==> src/hw/rtl/ucd_pkg.sv <==
// ucd_pkg: shared types and constants for the utf-8 stream decoder
// no dependencies; imported by ucd_front, ucd_result_q and the top level
package ucd_pkg;

  localparam int unsigned CP_W   = 21;
  localparam int unsigned QDEPTH = 4;
  localparam int unsigned QPTR_W = $clog2(QDEPTH);
  localparam int unsigned QCNT_W = $clog2(QDEPTH + 1);

  localparam logic [CP_W-1:0] REPL_CP    = 21'h00FFFD;
  localparam logic [CP_W-1:0] MAX_CP     = 21'h10FFFF;
  localparam logic [CP_W-1:0] SURR_LO    = 21'h00D800;
  localparam logic [CP_W-1:0] SURR_HI    = 21'h00DFFF;
  localparam logic [CP_W-1:0] MAX_ASCII  = 21'h00007F;
  localparam logic [CP_W-1:0] MAX_2BYTE  = 21'h0007FF;
  localparam logic [CP_W-1:0] MAX_3BYTE  = 21'h00FFFF;

  localparam logic [7:0] MASK_2LEAD = 8'hE0;
  localparam logic [7:0] TAG_2LEAD  = 8'hC0;
  localparam logic [7:0] MASK_3LEAD = 8'hF0;
  localparam logic [7:0] TAG_3LEAD  = 8'hE0;
  localparam logic [7:0] MASK_4LEAD = 8'hF8;
  localparam logic [7:0] TAG_4LEAD  = 8'hF0;
  localparam logic [7:0] MASK_CONT  = 8'hC0;
  localparam logic [7:0] TAG_CONT   = 8'h80;
  localparam logic [7:0] CONT_BITS  = 8'h3F;
  localparam logic [7:0] TERM_BYTE  = 8'h00;

  localparam logic [2:0] SEQ_LEN2 = 3'd2;
  localparam logic [2:0] SEQ_LEN3 = 3'd3;
  localparam logic [2:0] SEQ_LEN4 = 3'd4;

  typedef struct packed {
    logic [CP_W-1:0] code_point;
    logic            bad;
    logic            end_of_string;
    logic            all_valid;
    logic            last_of_run;
  } ucd_result_t;

  // up to two results per byte, slot 1 only used together with slot 0
  typedef struct packed {
    logic        v0;
    logic        v1;
    ucd_result_t r0;
    ucd_result_t r1;
  } ucd_push_t;

  // outcome of handling a byte with no sequence open
  typedef struct packed {
    logic            has_res;
    ucd_result_t     res;
    logic            opens;
    logic            term;
    logic [CP_W-1:0] pv;
    logic [2:0]      len;
  } ucd_start_t;

endpackage

==> src/hw/rtl/ucd_front.sv <==
// ucd_front: accepts bytes, tracks the open sequence and forms result items
// depends on ucd_pkg
module ucd_front (
  input  logic              clk,
  input  logic              rst_n,
  input  logic              accept,
  input  logic [7:0]        in_byte,
  output ucd_pkg::ucd_push_t push
);
  import ucd_pkg::*;

  logic [CP_W-1:0] pv_r, pv_nxt;
  logic [1:0]      rem_r, rem_nxt;
  logic [2:0]      len_r, len_nxt;
  logic            err_r, err_nxt;

  logic            cont;
  logic [CP_W-1:0] shifted;
  logic            reject;
  ucd_start_t      st;

  function automatic ucd_start_t start_byte(input logic [7:0] b, input logic err);
    ucd_start_t s;
    s = '0;
    if (b == TERM_BYTE) begin
      s.has_res = 1'b1;
      s.term    = 1'b1;
      s.res     = '{code_point: '0, bad: 1'b0, end_of_string: 1'b1,
                    all_valid: !err, last_of_run: 1'b1};
    end else if (!b[7]) begin
      s.has_res = 1'b1;
      s.res     = '{code_point: {13'd0, b}, bad: 1'b0, end_of_string: 1'b0,
                    all_valid: 1'b0, last_of_run: 1'b1};
    end else if ((b & MASK_2LEAD) == TAG_2LEAD) begin
      s.opens = 1'b1;
      s.pv    = {16'd0, b[4:0]};
      s.len   = SEQ_LEN2;
    end else if ((b & MASK_3LEAD) == TAG_3LEAD) begin
      s.opens = 1'b1;
      s.pv    = {17'd0, b[3:0]};
      s.len   = SEQ_LEN3;
    end else if ((b & MASK_4LEAD) == TAG_4LEAD) begin
      s.opens = 1'b1;
      s.pv    = {18'd0, b[2:0]};
      s.len   = SEQ_LEN4;
    end else begin
      s.has_res = 1'b1;
      s.res     = '{code_point: REPL_CP, bad: 1'b1, end_of_string: 1'b0,
                    all_valid: 1'b0, last_of_run: 1'b1};
    end
    return s;
  endfunction

  assign cont    = (in_byte & MASK_CONT) == TAG_CONT;
  assign shifted = {pv_r[CP_W-7:0], in_byte[5:0] & CONT_BITS[5:0]};

  // overlong, surrogate or out of range
  assign reject = (shifted <= MAX_ASCII) ||
                  ((shifted <= MAX_2BYTE) && (len_r > SEQ_LEN2)) ||
                  ((shifted <= MAX_3BYTE) && (len_r > SEQ_LEN3)) ||
                  ((shifted >= SURR_LO) && (shifted <= SURR_HI)) ||
                  (shifted > MAX_CP);

  // a broken sequence always flags an error ahead of the reprocessed byte
  assign st = start_byte(in_byte, err_r | (rem_r != 2'd0));

  always_comb begin
    pv_nxt  = pv_r;
    rem_nxt = rem_r;
    len_nxt = len_r;
    push    = '0;
    if (accept) begin
      if (rem_r == 2'd0) begin
        push.v0 = st.has_res;
        push.r0 = st.res;
        if (st.opens) begin
          pv_nxt  = st.pv;
          len_nxt = st.len;
          rem_nxt = 2'(st.len - 3'd1);
        end
      end else if (cont) begin
        rem_nxt = rem_r - 2'd1;
        if (rem_r == 2'd1) begin
          push.v0 = 1'b1;
          push.r0 = '{code_point: reject ? REPL_CP : shifted, bad: reject,
                      end_of_string: 1'b0, all_valid: 1'b0, last_of_run: 1'b1};
          pv_nxt  = '0;
          len_nxt = '0;
        end else begin
          pv_nxt = shifted;
        end
      end else begin
        push.v0 = 1'b1;
        push.r0 = '{code_point: REPL_CP, bad: 1'b1, end_of_string: 1'b0,
                    all_valid: 1'b0, last_of_run: !st.has_res};
        push.v1 = st.has_res;
        push.r1 = st.res;
        pv_nxt  = '0;
        rem_nxt = '0;
        len_nxt = '0;
        if (st.opens) begin
          pv_nxt  = st.pv;
          len_nxt = st.len;
          rem_nxt = 2'(st.len - 3'd1);
        end
      end
      if (!cont && st.term) begin
        pv_nxt  = '0;
        rem_nxt = '0;
        len_nxt = '0;
      end
    end
  end

  always_comb begin
    err_nxt = err_r | (push.v0 & push.r0.bad) | (push.v1 & push.r1.bad);
    if ((push.v0 && push.r0.end_of_string) || (push.v1 && push.r1.end_of_string)) begin
      err_nxt = 1'b0;
    end
  end

  always_ff @(posedge clk) begin
    if (!rst_n) begin
      pv_r  <= '0;
      rem_r <= '0;
      len_r <= '0;
      err_r <= 1'b0;
    end else begin
      pv_r  <= pv_nxt;
      rem_r <= rem_nxt;
      len_r <= len_nxt;
      err_r <= err_nxt;
    end
  end

`ifndef NO_ASSERTIONS
  a_open_len: assert property (@(posedge clk) disable iff (!rst_n)
    (rem_r != 2'd0) |-> ((len_r >= SEQ_LEN2) && (len_r <= SEQ_LEN4) &&
                         ({1'b0, rem_r} < len_r)))
    else $error("open sequence with inconsistent length");
  a_term_clears: assert property (@(posedge clk) disable iff (!rst_n)
    ((push.v0 && push.r0.end_of_string) || (push.v1 && push.r1.end_of_string))
      |=> (rem_r == 2'd0) && !err_r)
    else $error("terminator did not clear decode state");
  a_two_results: assert property (@(posedge clk) disable iff (!rst_n)
    push.v1 |-> (push.v0 && push.r0.bad && !push.r0.last_of_run))
    else $error("second result without a broken-sequence replacement");
`endif

endmodule

==> src/hw/rtl/ucd_result_q.sv <==
// ucd_result_q: short result queue taking up to two items a cycle, one out
// depends on ucd_pkg
module ucd_result_q (
  input  logic                clk,
  input  logic                rst_n,
  input  ucd_pkg::ucd_push_t  push,
  input  logic                pop,
  output logic                full,
  output logic                empty,
  output ucd_pkg::ucd_result_t head
);
  import ucd_pkg::*;

  ucd_result_t       ent_r [QDEPTH];
  logic [QPTR_W-1:0] wr_r, wr_nxt;
  logic [QPTR_W-1:0] rd_r, rd_nxt;
  logic [QCNT_W-1:0] cnt_r, cnt_nxt;
  logic [1:0]        n_in;
  logic              deq;

  assign n_in  = {1'b0, push.v0} + {1'b0, push.v1};
  assign empty = (cnt_r == '0);
  // room for a worst-case byte is kept before a byte is taken
  assign full  = (cnt_r > QCNT_W'(QDEPTH - 2));
  assign deq   = pop && !empty;
  assign head  = ent_r[rd_r];

  always_comb begin
    wr_nxt  = wr_r + QPTR_W'(n_in);
    rd_nxt  = rd_r + QPTR_W'(deq);
    cnt_nxt = cnt_r + QCNT_W'(n_in) - QCNT_W'(deq);
  end

  always_ff @(posedge clk) begin
    if (push.v0) begin
      ent_r[wr_r] <= push.r0;
    end
    if (push.v1) begin
      ent_r[wr_r + QPTR_W'(1)] <= push.r1;
    end
  end

  always_ff @(posedge clk) begin
    if (!rst_n) begin
      wr_r  <= '0;
      rd_r  <= '0;
      cnt_r <= '0;
    end else begin
      wr_r  <= wr_nxt;
      rd_r  <= rd_nxt;
      cnt_r <= cnt_nxt;
    end
  end

`ifndef NO_ASSERTIONS
  a_no_overflow: assert property (@(posedge clk) disable iff (!rst_n)
    cnt_r <= QCNT_W'(QDEPTH))
    else $error("result queue overflow");
  a_ptr_gap: assert property (@(posedge clk) disable iff (!rst_n)
    QPTR_W'(wr_r - rd_r) == cnt_r[QPTR_W-1:0])
    else $error("queue pointers disagree with fill count");
  a_push_needs_room: assert property (@(posedge clk) disable iff (!rst_n)
    push.v0 |-> ($past(cnt_r) == $past(cnt_r)) && (cnt_r <= QCNT_W'(QDEPTH - 2)))
    else $error("push while the queue lacks room");
`endif

endmodule

==> src/hw/rtl/utf8_stream_decoder_validator.sv <==
// utf8_stream_decoder_validator: top level, byte front end feeding a result queue
// depends on ucd_pkg, ucd_front, ucd_result_q
//
//   channel  | direction | handshake             | payload
//   ---------+-----------+-----------------------+--------------------------------------
//   in_      | in        | in_push / in_full     | in_byte
//   out_     | out       | out_empty / out_pop   | out_code_point, out_bad,
//            |           |                       | out_end_of_string, out_all_valid,
//            |           |                       | out_last_of_run
//
// one byte is decoded per cycle while in_full is low; each result is registered in the queue
// a byte that breaks a sequence gives up to two results, the queue drains one a cycle while out_pop is high
// in_full rises when the four-entry result queue holds more than two results
// rst_n is synchronous and clears the decode state and the queue
module utf8_stream_decoder_validator (
  input  logic                      clk,
  input  logic                      rst_n,
  input  logic                      in_push,
  output logic                      in_full,
  input  logic [7:0]                in_byte,
  output logic                      out_empty,
  input  logic                      out_pop,
  output logic [ucd_pkg::CP_W-1:0]  out_code_point,
  output logic                      out_bad,
  output logic                      out_end_of_string,
  output logic                      out_all_valid,
  output logic                      out_last_of_run
);
  import ucd_pkg::*;

  logic        accept;
  ucd_push_t   push;
  ucd_result_t head;

  assign accept = in_push && !in_full;

  ucd_front u_front (
    .clk     (clk),
    .rst_n   (rst_n),
    .accept  (accept),
    .in_byte (in_byte),
    .push    (push)
  );

  ucd_result_q u_queue (
    .clk   (clk),
    .rst_n (rst_n),
    .push  (push),
    .pop   (out_pop),
    .full  (in_full),
    .empty (out_empty),
    .head  (head)
  );

  assign out_code_point    = head.code_point;
  assign out_bad           = head.bad;
  assign out_end_of_string = head.end_of_string;
  assign out_all_valid     = head.all_valid;
  assign out_last_of_run   = head.last_of_run;

endmodule

==> config.mk <==
export PLATFORM = sky130hd
export DESIGN_NAME = utf8_stream_decoder_validator
export DESIGN_NICKNAME = d
export VERILOG_FILES = /design/src/hw/rtl/ucd_pkg.sv /design/src/hw/rtl/ucd_front.sv /design/src/hw/rtl/ucd_result_q.sv /design/src/hw/rtl/utf8_stream_decoder_validator.sv
export SDC_FILE = /design/constraint.sdc
export NUM_CORES = 1
export LEC_CHECK = 0
export ABC_AREA = 1
export BUFFER_PORTS_ARGS = -buffer_cell sky130_fd_sc_hd__buf_2
export CORE_MARGIN = 4
export CORE_UTILIZATION = 35
export DETAILED_ROUTE_END_ITERATION = 8
export GPL_ROUTABILITY_DRIVEN = 1
export PLACE_DENSITY_LB_ADDON = 0.3
export SETUP_SLACK_MARGIN = 0.15
export SYNTH_ARGS = -nofsm -noshare
export SYNTH_HDL_FRONTEND = slang
export SYNTH_HIERARCHICAL = 1
export SYNTH_SLANG_ARGS = --single-unit
==> constraint.sdc <==
create_clock -name clk -period 4.2 [get_ports clk]
set_input_delay 0.42 -clock clk [delete_from_list [all_inputs] [get_ports clk]]
set_output_delay 0.42 -clock clk [all_outputs]
set_load 0.005 [all_outputs]
==> impl_metrics.env <==
export IMPL_status="finished clean"
export IMPL_critical_path_class="reg2reg"
export IMPL_ir_worst_vdd_mv=0.2829
export IMPL_rows=51
export IMPL_fin_nets=904
export IMPL_track_usage_pct=15.38
export IMPL_drt_iter0_markers=463
export IMPL_cts_root_buf="clkbuf_16"
export IMPL_cp_max_fo=8
export IMPL_dieArea_um2=22560
export IMPL_ys_ff_latch=128
export IMPL_antenna_found_initial=0
export IMPL_ctsResizeCount=0
export IMPL_place_gp_congestion=0.9359
export IMPL_grt_pass1_vias=5307
export IMPL_numCtsBuffers=17
export IMPL_postCtsHoldBufs=0
export IMPL_die_w_um=150.2
export IMPL_start_util_pct=36.01
export IMPL_drc=0
export IMPL_antenna_cells=0
export IMPL_final_common_cell="nand2_1"
export IMPL_core_area_um2=19650
export IMPL_yosys_cell_types_count=36
export IMPL_max_cap_violations=0
export IMPL_synth_edff_count=100
export IMPL_required_ps=4550
export IMPL_stdcell_count=1161
export IMPL_min_period_over_period_pct=84.25
export IMPL_grt_pass1_wl_mm=27.23
export IMPL_io_pins=39
export IMPL_syn_area_um2=7078
export IMPL_setup_tns_final_ps=0
export IMPL_tightest_slew_ps=1111
export IMPL_p_leak_nw=3.102
export IMPL_clk_pin_slew_ps=60
export IMPL_hold_viol_final=0
export IMPL_n_fill_cell=2021
export IMPL_grt_overflow_total=0
export IMPL_via_per_inst=4.785
export IMPL_hpwl_mm=11.23
export IMPL_fin_crit_ps=3539
export IMPL_multiInputGateArea_um2=2799
export IMPL_vias=5555
export IMPL_drt_first_pass_iters=5
export IMPL_cts_sinks=128
export IMPL_max_slew_margin_pct=25.92
export IMPL_ys_warn_count=6
export IMPL_final_seq_area_um2=3566
export IMPL_slew_viol_final=0
export IMPL_cts_max_path_buffers=2
export IMPL_cts_htree_levels=4
export IMPL_endpoint_kind="flop"
export IMPL_port_buffers=38
export IMPL_crit_arrival_ps=3890
export IMPL_fmax_mhz=282.6
export IMPL_wl_per_cell_um=14.38
export IMPL_worst_clock_skew_ps=12.08
export IMPL_drt_total_wl_mm=16.70
export IMPL_startpoint_type="flop"
export IMPL_cts_tree="done"
export IMPL_synth_flop_cell="edfxtp_1"
export IMPL_detail_route_antenna_nets=0
export IMPL_clk_latency_ps=410
export IMPL_post_cts_buffers=0
export IMPL_setup_viol=0
export IMPL_power_density_nw_per_um2=579.3
export IMPL_grt_max_degree=52
export IMPL_drive_gt1_share_pct=11.94
export IMPL_ys_async_sr_fraction_pct=0
export IMPL_dp_cells=1129
export IMPL_area_growth_pct=13.61
export IMPL_syn_inst=870
export IMPL_grt_setup_unrepaired="false"
export IMPL_avgSynthCellArea_um2=8.136
export IMPL_holdCritPathClass="in2reg"
export IMPL_die_h_um=150.2
export IMPL_synth_seq_area_share_pct=50.34
export IMPL_layout_common_cells="nand2_1, o21ai_0, inv_1, edfxtp_1, nor2_1"
## stage by stage
step	hold WS [ps]	worst slack [ps]	utilization, %	total power [W]	instance area (um^2)
2_1_floorplan	427.1	507.6	-	0.002712	7097
3_3_place_gp	439.5	852.2	37.90	0.003202	7448
3_5_place_dp	440.0	703.2	37.90	0.003223	7448
4_1_cts	321.0	677.9	40.92	0.004711	8041
5_1_grt	339.3	303.4	40.92	0.004976	8041
6_report	339.0	661.4	40.92	0.004658	8041
## worst max-delay path, cell delays in order (launching register included)
cell,delay [ps]
dfxtp_1,330
inv_1,90
o21ai_0,140
nor2_2,300
inv_1,140
nor2_1,280
nand2_1,240
nor2_1,470
ha_1,340
inv_1,60
ha_1,210
inv_1,50
ha_1,130
inv_1,50
fa_1,370
nand3b_1,170
a21oi_1,110
## synthesized netlist by cell type, types with 2 or more instances
cell / count / area share, %
inv_2: 6 / 0.32
nor2_1: 58 / 3.1
a21oi_1: 55 / 3.9
nand3_1: 26 / 1.8
clkbuf_2: 4 / 0.28
o21a_1: 4 / 0.42
inv_1: 113 / 6.0
nand2_1: 205 / 11
nor3b_1: 3 / 0.32
o21ai_1: 7 / 0.49
nand4_1: 3 / 0.27
o21ai_0: 135 / 9.5
nor3_1: 5 / 0.35
nand3_2: 3 / 0.42
nand2_4: 2 / 0.32
clkbuf_1: 14 / 0.74
nor2_2: 4 / 0.35
edfxtp_1: 100 / 42
dfxtp_1: 28 / 7.9
nand3b_1: 3 / 0.32
buf_6: 2 / 0.32
o31ai_1: 4 / 0.42
buf_4: 17 / 1.8
ha_1: 8 / 1.4
nand2_2: 3 / 0.27
buf_2: 24 / 1.7
o211ai_1: 25 / 2.7
## report_power, final
group          leakage (nW)  internal [W]  switching [W]  total, W
logic                  1.66      0.000499       0.000875   0.00137
clock network         0.278      0.000930       0.000548   0.00148
registers              1.17       0.00165       0.000161   0.00181
total                  3.10       0.00307        0.00158   0.00466
## final timing paths
kind	start	to	slack [ps]	cells after the start
max	u_queue/cnt_r[2]	u_queue/cnt_r[2]	660	16
min	in_byte[3]	u_front/pv_r[3]	340	3
max reg2reg	u_queue/cnt_r[2]	u_queue/cnt_r[2]	660	16
min reg2reg	u_front/err_r	u_front/err_r	450	2
## cell type report
type                    instances  area share (%)
multi-input cells             567           34.81
repair buffers                 50           3.796
flip-flops and latches        128           44.34
well taps                     265           4.123
inverters                     119           5.555
clock buffers                  18           5.337
clock inverters                14           2.038
## sequential cells by signal, indices dropped and copies added (netlist names)
name and flops:
u_queue/ent_r 100, u_front/pv_r 15, u_front/len_r 3, u_queue/cnt_r 3
u_front/rem_r 2, u_queue/rd_r 2, u_queue/wr_r 2, u_front/err_r 1
## cell families after synthesis
| kind of cell | share of synthesized area [%] |
|---|---|
| AND/OR/NAND/NOR | 18.74 |
| AO/OA/AOI/OAI | 17.89 |
| buffers and inverters | 11.15 |
| flip-flops | 50.34 |
| adder cells (fa/ha/maj) | 1.697 |
| XOR/XNOR | 0.1238 |
| other | 0.05298 |
## per-layer routing
layer | wire, um | track usage, %
met1 | 8169 | 21.65
met2 | 7391 | 23.54
met3 | 987 | 3.913
met4 | 146 | 4.392
met5 | 0 | 0
Power figures use the tool's default switching activity.
